--- src/hw/rtl/u8san_pkg.sv ---
`default_nettype none
// ----------------------------------------------------------------------------
// u8san_pkg
// Shared types and constants of the UTF-8 sanitizer: the command that the
// front part hands to the back part, and the replacement character bytes.
// ----------------------------------------------------------------------------
package u8san_pkg;

  // Default depth of the command queue between front and back.
  localparam int QUEUE_DEPTH = 4;

  // Bytes of the replacement character U+FFFD.
  localparam logic [7:0] REPL_BYTE0 = 8'hEF;
  localparam logic [7:0] REPL_BYTE1 = 8'hBF;
  localparam logic [7:0] REPL_BYTE2 = 8'hBD;

  // Position inside one replacement character.
  localparam logic [1:0] REPL_PH0 = 2'd0;
  localparam logic [1:0] REPL_PH1 = 2'd1;
  localparam logic [1:0] REPL_PH2 = 2'd2;

  // Code point limits.
  localparam logic [20:0] CP_MAX      = 21'h10FFFF;
  localparam logic [20:0] CP_SURR_LO  = 21'h00D800;
  localparam logic [20:0] CP_SURR_HI  = 21'h00DFFF;
  localparam logic [20:0] CP_MIN_LEN2 = 21'h000080;
  localparam logic [20:0] CP_MIN_LEN3 = 21'h000800;
  localparam logic [20:0] CP_MIN_LEN4 = 21'h010000;

  // Sequence lengths.
  localparam logic [2:0] SEQ_LEN2 = 3'd2;
  localparam logic [2:0] SEQ_LEN3 = 3'd3;
  localparam logic [2:0] SEQ_LEN4 = 3'd4;

  // Class of a byte seen where a lead is expected.
  typedef enum logic [2:0] {
    LEAD_ASCII,
    LEAD_LEN2,
    LEAD_LEN3,
    LEAD_LEN4,
    LEAD_BAD
  } lead_kind_t;

  // Work for one input beat: rep_cnt replacement characters first, then
  // raw_cnt bytes taken from raw[0] upward.
  typedef struct packed {
    logic [2:0]      rep_cnt;
    logic [2:0]      raw_cnt;
    logic [3:0][7:0] raw;
  } cmd_t;

  function automatic logic [7:0] repl_byte(input logic [1:0] phase);
    logic [7:0] b;
    case (phase)
      REPL_PH0: b = REPL_BYTE0;
      REPL_PH1: b = REPL_BYTE1;
      default:  b = REPL_BYTE2;
    endcase
    return b;
  endfunction

endpackage
`default_nettype wire

--- src/hw/rtl/u8san_front.sv ---
`default_nettype none
// ----------------------------------------------------------------------------
// u8san_front
// Takes one input byte a cycle while the command queue has room, tracks
// the open sequence and turns each byte into a command for the back part.
// ----------------------------------------------------------------------------
module u8san_front (
  input  wire logic            clk,
  input  wire logic            rst,
  input  wire logic            in_valid,
  output logic                 in_ready,
  input  wire logic [7:0]      in_byte,
  input  wire logic            in_eos,
  input  wire logic            q_full,
  output logic                 push,
  output u8san_pkg::cmd_t      push_cmd,
  output logic                 idle
);

  logic [1:0]  held_count;
  logic [2:0]  expected_length;
  logic [20:0] partial_codepoint;
  logic [7:0]  held_bytes [3];

  logic [1:0]  held_count_next;
  logic [2:0]  expected_length_next;
  logic [20:0] partial_codepoint_next;

  u8san_pkg::lead_kind_t kind;
  logic [2:0]  lead_len;
  logic [20:0] lead_cp;
  logic        is_cont;
  logic [20:0] cp_ext;
  logic [2:0]  total;
  logic        complete;
  logic [20:0] min_cp;
  logic        cp_ok;
  logic        wr_lead;
  logic        wr_cont;
  logic        accept;
  u8san_pkg::cmd_t cmd;

  assign accept   = in_valid && !q_full;
  assign in_ready = !q_full;
  assign idle     = (held_count == 2'd0);
  assign is_cont  = (in_byte[7:6] == 2'b10);
  assign cp_ext   = {partial_codepoint[14:0], in_byte[5:0]};
  assign total    = {1'b0, held_count} + 3'd1;
  assign complete = (held_count != 2'd0) && is_cont && !(total < expected_length);

  always_comb begin
    kind     = u8san_pkg::LEAD_BAD;
    lead_len = 3'd0;
    lead_cp  = 21'd0;
    if (in_byte[7] == 1'b0) begin
      kind = u8san_pkg::LEAD_ASCII;
    end else if (in_byte[7:5] == 3'b110) begin
      kind     = u8san_pkg::LEAD_LEN2;
      lead_len = u8san_pkg::SEQ_LEN2;
      lead_cp  = {16'd0, in_byte[4:0]};
    end else if (in_byte[7:4] == 4'b1110) begin
      kind     = u8san_pkg::LEAD_LEN3;
      lead_len = u8san_pkg::SEQ_LEN3;
      lead_cp  = {17'd0, in_byte[3:0]};
    end else if (in_byte[7:3] == 5'b11110) begin
      kind     = u8san_pkg::LEAD_LEN4;
      lead_len = u8san_pkg::SEQ_LEN4;
      lead_cp  = {18'd0, in_byte[2:0]};
    end
  end

  always_comb begin
    case (expected_length)
      u8san_pkg::SEQ_LEN2: min_cp = u8san_pkg::CP_MIN_LEN2;
      u8san_pkg::SEQ_LEN3: min_cp = u8san_pkg::CP_MIN_LEN3;
      default:             min_cp = u8san_pkg::CP_MIN_LEN4;
    endcase
    cp_ok = !(cp_ext < min_cp || cp_ext > u8san_pkg::CP_MAX ||
              (cp_ext >= u8san_pkg::CP_SURR_LO && cp_ext <= u8san_pkg::CP_SURR_HI));
  end

  always_comb begin
    cmd.rep_cnt            = 3'd0;
    cmd.raw_cnt            = 3'd0;
    cmd.raw[0]             = in_byte;
    cmd.raw[1]             = (held_count >= 2'd2) ? held_bytes[1] : in_byte;
    cmd.raw[2]             = (held_count == 2'd3) ? held_bytes[2] : in_byte;
    cmd.raw[3]             = in_byte;
    held_count_next        = held_count;
    expected_length_next   = expected_length;
    partial_codepoint_next = partial_codepoint;
    wr_lead                = 1'b0;
    wr_cont                = 1'b0;

    if (held_count == 2'd0 || !is_cont) begin
      // Whatever is held is broken; the byte starts afresh.
      cmd.rep_cnt            = {1'b0, held_count};
      held_count_next        = 2'd0;
      expected_length_next   = 3'd0;
      partial_codepoint_next = 21'd0;
      case (kind)
        u8san_pkg::LEAD_ASCII: begin
          cmd.raw_cnt = 3'd1;
        end
        u8san_pkg::LEAD_LEN2, u8san_pkg::LEAD_LEN3, u8san_pkg::LEAD_LEN4: begin
          wr_lead                = 1'b1;
          held_count_next        = 2'd1;
          expected_length_next   = lead_len;
          partial_codepoint_next = lead_cp;
        end
        default: begin
          cmd.rep_cnt = {1'b0, held_count} + 3'd1;
        end
      endcase
    end else if (!complete) begin
      wr_cont                = 1'b1;
      held_count_next        = held_count + 2'd1;
      partial_codepoint_next = cp_ext;
    end else begin
      // The held bytes come first; raw[] places this byte right after them.
      if (held_count == 2'd1) begin
        cmd.raw[0] = held_bytes[0];
      end else begin
        cmd.raw[0] = held_bytes[0];
      end
      if (cp_ok) begin
        cmd.raw_cnt = total;
      end else begin
        cmd.rep_cnt = total;
      end
      held_count_next        = 2'd0;
      expected_length_next   = 3'd0;
      partial_codepoint_next = 21'd0;
    end

    if (in_eos) begin
      cmd.rep_cnt            = cmd.rep_cnt + {1'b0, held_count_next};
      held_count_next        = 2'd0;
      expected_length_next   = 3'd0;
      partial_codepoint_next = 21'd0;
    end
  end

  assign push     = accept && (cmd.rep_cnt != 3'd0 || cmd.raw_cnt != 3'd0);
  assign push_cmd = cmd;

  always_ff @(posedge clk) begin
    if (rst) begin
      held_count        <= 2'd0;
      expected_length   <= 3'd0;
      partial_codepoint <= 21'd0;
    end else if (accept) begin
      held_count        <= held_count_next;
      expected_length   <= expected_length_next;
      partial_codepoint <= partial_codepoint_next;
    end
  end

  always_ff @(posedge clk) begin
    if (accept && wr_lead) begin
      held_bytes[0] <= in_byte;
    end
    if (accept && wr_cont && held_count == 2'd1) begin
      held_bytes[1] <= in_byte;
    end
    if (accept && wr_cont && held_count == 2'd2) begin
      held_bytes[2] <= in_byte;
    end
  end

endmodule
`default_nettype wire

--- src/hw/rtl/u8san_queue.sv ---
`default_nettype none
// ----------------------------------------------------------------------------
// u8san_queue
// Small first-in first-out queue of commands between front and back.
// ----------------------------------------------------------------------------
module u8san_queue #(
  parameter int DEPTH = u8san_pkg::QUEUE_DEPTH
) (
  input  wire logic            clk,
  input  wire logic            rst,
  input  wire logic            push,
  input  wire u8san_pkg::cmd_t push_cmd,
  input  wire logic            pop,
  output u8san_pkg::cmd_t      head_cmd,
  output logic                 full,
  output logic                 not_empty
);

  localparam int PTR_W = (DEPTH > 1) ? $clog2(DEPTH) : 1;
  localparam int CNT_W = $clog2(DEPTH + 1);

  u8san_pkg::cmd_t entries [DEPTH];
  logic [PTR_W-1:0] wr_ptr;
  logic [PTR_W-1:0] rd_ptr;
  logic [CNT_W-1:0] count;

  assign full      = (count == CNT_W'(DEPTH));
  assign not_empty = (count != '0);
  assign head_cmd  = entries[rd_ptr];

  always_ff @(posedge clk) begin
    if (rst) begin
      wr_ptr <= '0;
      rd_ptr <= '0;
      count  <= '0;
    end else begin
      if (push) begin
        wr_ptr <= (wr_ptr == PTR_W'(DEPTH - 1)) ? '0 : wr_ptr + PTR_W'(1);
      end
      if (pop) begin
        rd_ptr <= (rd_ptr == PTR_W'(DEPTH - 1)) ? '0 : rd_ptr + PTR_W'(1);
      end
      if (push && !pop) begin
        count <= count + CNT_W'(1);
      end else if (pop && !push) begin
        count <= count - CNT_W'(1);
      end
    end
  end

  always_ff @(posedge clk) begin
    if (push) begin
      entries[wr_ptr] <= push_cmd;
    end
  end

endmodule
`default_nettype wire

--- src/hw/rtl/u8san_back.sv ---
`default_nettype none
// ----------------------------------------------------------------------------
// u8san_back
// Expands the command at the head of the queue into output beats through a
// registered output stage, one byte a cycle while out_ready allows it.
// ----------------------------------------------------------------------------
module u8san_back (
  input  wire logic            clk,
  input  wire logic            rst,
  input  wire logic            cmd_valid,
  input  wire u8san_pkg::cmd_t cmd,
  output logic                 pop,
  output logic                 out_valid,
  input  wire logic            out_ready,
  output logic [7:0]           out_byte,
  output logic                 out_rep,
  output logic                 out_last
);

  logic [2:0] rep_done;
  logic [1:0] phase;
  logic [1:0] raw_idx;

  logic       load;
  logic       in_rep;
  logic       is_last;
  logic [7:0] next_byte;

  assign load   = cmd_valid && (!out_valid || out_ready);
  assign in_rep = (rep_done != cmd.rep_cnt);
  assign pop    = load && is_last;

  always_comb begin
    if (in_rep) begin
      next_byte = u8san_pkg::repl_byte(phase);
      is_last   = (phase == u8san_pkg::REPL_PH2) &&
                  (rep_done + 3'd1 == cmd.rep_cnt) && (cmd.raw_cnt == 3'd0);
    end else begin
      next_byte = cmd.raw[raw_idx];
      is_last   = ({1'b0, raw_idx} + 3'd1 == cmd.raw_cnt);
    end
  end

  always_ff @(posedge clk) begin
    if (rst) begin
      rep_done  <= 3'd0;
      phase     <= u8san_pkg::REPL_PH0;
      raw_idx   <= 2'd0;
      out_valid <= 1'b0;
    end else begin
      if (load) begin
        out_valid <= 1'b1;
      end else if (out_ready) begin
        out_valid <= 1'b0;
      end
      if (load) begin
        if (is_last) begin
          rep_done <= 3'd0;
          phase    <= u8san_pkg::REPL_PH0;
          raw_idx  <= 2'd0;
        end else if (in_rep) begin
          if (phase == u8san_pkg::REPL_PH2) begin
            phase    <= u8san_pkg::REPL_PH0;
            rep_done <= rep_done + 3'd1;
          end else begin
            phase <= phase + 2'd1;
          end
        end else begin
          raw_idx <= raw_idx + 2'd1;
        end
      end
    end
  end

  always_ff @(posedge clk) begin
    if (load) begin
      out_byte <= next_byte;
      out_rep  <= in_rep;
      out_last <= is_last;
    end
  end

endmodule
`default_nettype wire

--- src/hw/rtl/utf8_lossy_sanitizer.sv ---
`default_nettype none
// ----------------------------------------------------------------------------
// utf8_lossy_sanitizer
// Streaming UTF-8 validator that replaces every bad byte with U+FFFD.
// ----------------------------------------------------------------------------
// The block takes one raw byte per input beat and produces well-formed UTF-8,
// one byte per output beat. ASCII passes straight through; a multi-byte
// sequence is held until it is complete and then passes whole if its code
// point is in range, not overlong and not a surrogate, or otherwise becomes
// one EF BF BD per byte. A byte that breaks an open sequence first flushes
// the held bytes as replacements and is then taken as a new lead. An input
// beat with tlast set flushes whatever is still held. The output tlast marks
// the final byte caused by one input beat (not a frame end), and tuser marks
// bytes of a replacement character. An input beat that causes no output
// (a held lead or continuation byte) produces no output beat. The front
// part takes one input beat per cycle as long as the command queue
// (QUEUE_DEPTH entries) has room; the back part sends one output byte per
// cycle while the output is not stalled, so the sustained input rate
// falls as the mean number of output bytes per input beat (0 to 12) grows.
// An input beat reaches its first output beat through the command queue
// and the output register. There is no clearing pass after reset.
// ----------------------------------------------------------------------------
module utf8_lossy_sanitizer #(
  parameter int QUEUE_DEPTH = u8san_pkg::QUEUE_DEPTH
) (
  input  wire logic       clk,
  input  wire logic       rst,
  input  wire logic       s_axis_tvalid,
  output logic            s_axis_tready,
  input  wire logic [7:0] s_axis_tdata,   // [7:0] in_byte
  input  wire logic       s_axis_tlast,   // end_of_stream
  output logic            m_axis_tvalid,
  input  wire logic       m_axis_tready,
  output logic [7:0]      m_axis_tdata,   // [7:0] out_byte
  output logic            m_axis_tuser,   // [0] is_replacement
  output logic            m_axis_tlast    // last_in_run
);

  logic            push;
  u8san_pkg::cmd_t push_cmd;
  logic            pop;
  u8san_pkg::cmd_t head_cmd;
  logic            q_full;
  logic            q_not_empty;
  logic            front_idle;

  // Front: classifies each byte and tracks the open sequence.
  u8san_front u_front (
    .clk      (clk),
    .rst      (rst),
    .in_valid (s_axis_tvalid),
    .in_ready (s_axis_tready),
    .in_byte  (s_axis_tdata),
    .in_eos   (s_axis_tlast),
    .q_full   (q_full),
    .push     (push),
    .push_cmd (push_cmd),
    .idle     (front_idle)
  );

  // Queue: lets the front keep accepting while the back drains a burst.
  u8san_queue #(
    .DEPTH (QUEUE_DEPTH)
  ) u_queue (
    .clk       (clk),
    .rst       (rst),
    .push      (push),
    .push_cmd  (push_cmd),
    .pop       (pop),
    .head_cmd  (head_cmd),
    .full      (q_full),
    .not_empty (q_not_empty)
  );

  // Back: expands commands into output beats behind a register stage.
  u8san_back u_back (
    .clk       (clk),
    .rst       (rst),
    .cmd_valid (q_not_empty),
    .cmd       (head_cmd),
    .pop       (pop),
    .out_valid (m_axis_tvalid),
    .out_ready (m_axis_tready),
    .out_byte  (m_axis_tdata),
    .out_rep   (m_axis_tuser),
    .out_last  (m_axis_tlast)
  );

  // A replacement beat carries one of the three bytes of U+FFFD.
  assert property (@(posedge clk) disable iff (rst)
    m_axis_tvalid && m_axis_tuser |->
      (m_axis_tdata == u8san_pkg::REPL_BYTE0 || m_axis_tdata == u8san_pkg::REPL_BYTE1 ||
       m_axis_tdata == u8san_pkg::REPL_BYTE2))
    else $error("replacement beat with a foreign byte");

  // A replacement character is never cut after its first byte.
  assert property (@(posedge clk) disable iff (rst)
    m_axis_tvalid && m_axis_tuser && m_axis_tdata == u8san_pkg::REPL_BYTE0 |->
      !m_axis_tlast)
    else $error("run ends inside a replacement character");

  // The end-of-stream flag leaves nothing held.
  assert property (@(posedge clk) disable iff (rst)
    s_axis_tvalid && s_axis_tready && s_axis_tlast |=> front_idle)
    else $error("bytes still held after end of stream");

endmodule
`default_nettype wire

--- config.mk ---
export PLATFORM = sky130hd
export DESIGN_NAME = utf8_lossy_sanitizer
export DESIGN_NICKNAME = d
export VERILOG_FILES = /design/src/hw/rtl/u8san_pkg.sv /design/src/hw/rtl/u8san_front.sv /design/src/hw/rtl/u8san_queue.sv /design/src/hw/rtl/u8san_back.sv /design/src/hw/rtl/utf8_lossy_sanitizer.sv
export SDC_FILE = /design/constraint.sdc
export NUM_CORES = 1
export LEC_CHECK = 0
export BUFFER_PORTS_ARGS = -buffer_cell sky130_fd_sc_hd__buf_2
export CAP_MARGIN = 20
export CORE_ASPECT_RATIO = 0.6
export CORE_MARGIN = 4
export CORE_UTILIZATION = 40
export CTS_CLUSTER_SIZE = 24
export DETAILED_ROUTE_END_ITERATION = 7
export GPL_TIMING_DRIVEN = 0
export PLACE_DENSITY = 0.51
export SYNTH_ARGS = -nofsm -noshare
export SYNTH_HDL_FRONTEND = slang
export SYNTH_HIERARCHICAL = 1
export SYNTH_SLANG_ARGS = --single-unit
export TNS_END_PERCENT = 20
--- constraint.sdc ---
create_clock -name clk -period 5.6 [get_ports clk]
set_clock_uncertainty 0.15 [all_clocks]
set_input_delay 0.84 -clock clk [delete_from_list [all_inputs] [get_ports clk]]
set_output_delay 0.84 -clock clk [all_outputs]
set_load 0.01 [all_outputs]
==> out/results.ini <==
[logic_synthesis]
synth-adder-area-share=0.0269
synth_nets=586
synth_cells=554
ys_top_cells_by_count=edfxtp_1, mux4_2, nor2_1
yosys.area.top_type_share=0.594
synth_area_um2=9400
synth_top_family_by_area=multiplexers
synth.area.mux_share=0.143
synth_xor_xnor_area_share=0.0103
yosys.area_share.simple=0.0672
syn_avg_cell_area_um2=17.0
ys_ff_latch=223
synth.distinct_cells=68
synthArstFlopShare=0
yosysMostFrequentCell=edfxtp_1
ys_seq_area_frac=0.673
synth_flop_cell=edfxtp_1
netlist.top_cell.by_area=edfxtp_1
synth_edf_count=186
synth_compound_area_frac=0.0490
synth_area_leaders=edfxtp_1, mux4_2, dfxtp_1
yosys_warnings=6

[layout]
multi_input_area_um2=2800
syn_to_final_growth_pct=14.6
nets=639
seqCellArea_um2=6330
drive_gt1_frac=0.289
fill_cells=1953
final_area_um2=10800

[setup_path]
slowest_delay_ns=0.50
worstPathRequired_ns=5.88
cp-end-kind=flop
cp.buffers_inverters=2
slowest_stage=dfxtp_1
critPathLaunchType=flop
crit_top_cell=ha_1
crit_type=reg2reg
worstPathCellList=inv_1, ha_1, ha_1, a21oi_1, o21ai_2, nand3_1, o211ai_2, o21a_1, ha_1, fa_1, nor2_1, a21oi_1, o21ai_0, a41oi_2, ha_1, inv_1, fa_1, xor2_1, or3_1, a21oi_1
crit_path_max_fanout=8
critPathTopFamily=adder cells
cp.arrival_ns=5.39

[run_status]
status=finished, final reports clean

[grt]
grtUsageMet1=0.257
met2_usage=0.227
grt.busiest_layer=met1
grt_max_degree=23
grtUsageMet3=0.0258
track_usage=0.159
grt_pass1_wl_um=31100
antenna_found_initial=0
grt_pass1_vias=5019
grt_overflow=0

[sta]
rsz0062_at_grt=false
setup_viol=0
tns_ns=0
slew_viol_final=0
tightest_slew_ns=1.02
min_period_ns=5.11
hold_viol=0
fmax_mhz=196
slew-limit-headroom=0.319
fin_crit_sh=0.912

[die]
ios=25
initial_core_util=0.407
core_region_area_um2=23100
dieArea_um2=26100
placementRows=43
die_w_um=206
die_y_um=127

[cts]
clk_latency_ns=0.50
clk_path_buf_depth=3
clock_sinks=223
clockRootBuffer=clkbuf_16
clk_pin_slew_worst_paths_ns=0.06
cts_buffers=22
cts_tree=built
h-tree-depth=1

[pwr]
power.leakage_nw=3.59
power_frac_clock=0.349
power_frac_seq=0.466
switching_share=0.259
irDropWorstVdd_mv=0.190
power.density_nw_per_um2=406
p_switching_mw=1.13
internal_power_mw=3.25
p_total_mw=4.38
pwr-share-comb=0.184

[route]
final_antenna_net_count=0
dr_total_vias=5023
drt-pass1-iter-count=5
vias_per_cell=5.35
wirelength_um=20300
dr.first_iter.drc_count=374
wire_per_inst_um=21.7
drc=0

[placed_design]
globalplace.congestion=0.834
dpl_cell_area_um2=10000
port_buffers=24
dp_hpwl_um=13400

[job]
maxCapViolCount=0

[min_path]
hp-class=reg2reg

## worst paths after layout
path	slack (ns)	endpoint	cells after the start	from
worst max-delay path	0.49	u_queue/count[2]	20	u_front/held_count[0]
worst min-delay path	0.33	u_front/partial_codepoint[4]	2	u_front/partial_codepoint[4]
worst max register to register	0.49	u_queue/count[2]	20	u_front/held_count[0]
worst min register to register	0.33	u_front/partial_codepoint[4]	2	u_front/partial_codepoint[4]
## cell usage in the layout (no fill, tap or decap), drive strengths merged, types with 5 or more instances in the layout
master,synthesis,layout
nor2,38,38
a22oi,15,15
clkbuf,8,34
ha,17,17
o21ai,12,12
mux2i,6,6
nand3,7,7
clkinv,0,10
dfxtp,37,37
edfxtp,186,186
mux2,22,22
and2,7,7
mux4,46,46
xor2,7,7
nand2b,6,6
buf,19,48
a21oi,16,16
nand2,16,16
or3,6,6
or2,5,5
inv,20,20
nor3,7,7
## registers in the layout, summed over array words and instances, names as in the netlist, 3 cells and up, named ones only
register	cells
u_queue/entries	152
u_front/held_bytes	24
u_front/partial_codepoint	15
u_back/out_byte	8
u_back/rep_done	3
u_front/expected_length	3
u_queue/count	3
## routing by layer
layer	part of all wire	vias up
met5	0	-
met2	0.43	107
met3	0.044	30
met1	0.51	2615
li1	-	2271
met4	0.016	0
## kinds of logic (layout without fill, tap and decap cells)
logic type | count (synthesis) | after routing
flops | 223 | 223
other cells | 0 | 1
fa+ha+maj | 19 | 19
buf+inv | 47 | 116
compound gates | 65 | 65
simple gates | 115 | 115
xor+xnor | 11 | 11
mux | 74 | 74
## power by group through the flow
| stage | registers (mW) | clock network, mW | logic, mW |
|---|---|---|---|
| global placement | 2.08 | 0 | 0.797 |
| global route | 2.06 | 1.65 | 0.887 |
| CTS | 2.04 | 1.57 | 0.824 |
| finish | 2.04 | 1.53 | 0.807 |
| floorplan | 2.08 | 0 | 0.556 |
| detailed placement | 2.08 | 0 | 0.821 |
## worst reg2reg max path, delay by kind of cell (launching register included)
kind | cells | cell delay (ns)
simple gates | 3 | 0.47
compound gates | 8 | 1.54
xor+xnor | 1 | 0.16
buf+inv | 2 | 0.25
flops | 1 | 0.50
fa+ha+maj | 6 | 1.98
## cell type report
class	count	area share
flip-flops and latches	223	0.587
diodes	1	0.000232
inverters	20	0.00697
plain buffers	27	0.0197
multi-input cells	284	0.260
repair buffers	29	0.0196
clock inverters	14	0.0138
clock buffers	26	0.0563
well taps	315	0.0366
## per-stage QoR
stage | hold slack (ns) | utilization | instances | worst slack [ns]
4_1_cts | 0.333 | 0.466 | 938 | 0.249
3_3_place_gp | 0.322 | 0.430 | 893 | -0.552
3_5_place_dp | 0.320 | 0.434 | 898 | 0.280
2_1_floorplan | 0.295 | - | 554 | 0.963
5_1_grt | 0.367 | 0.467 | 938 | 0.146
6_report | 0.332 | 0.467 | 939 | 0.495
## repair_timing
| item | 4_1_cts | 5_1_grt |
|---|---|---|
| resized for setup | 0 | 1 |
| hold endpoints to repair | 0 | 0 |
| endpoints found under the setup margin | 0 | 1 |
| buffers inserted | 0 | 0 |
| hold buffers | 0 | 0 |
No activity file was read; power rests on OpenSTA's default activity.
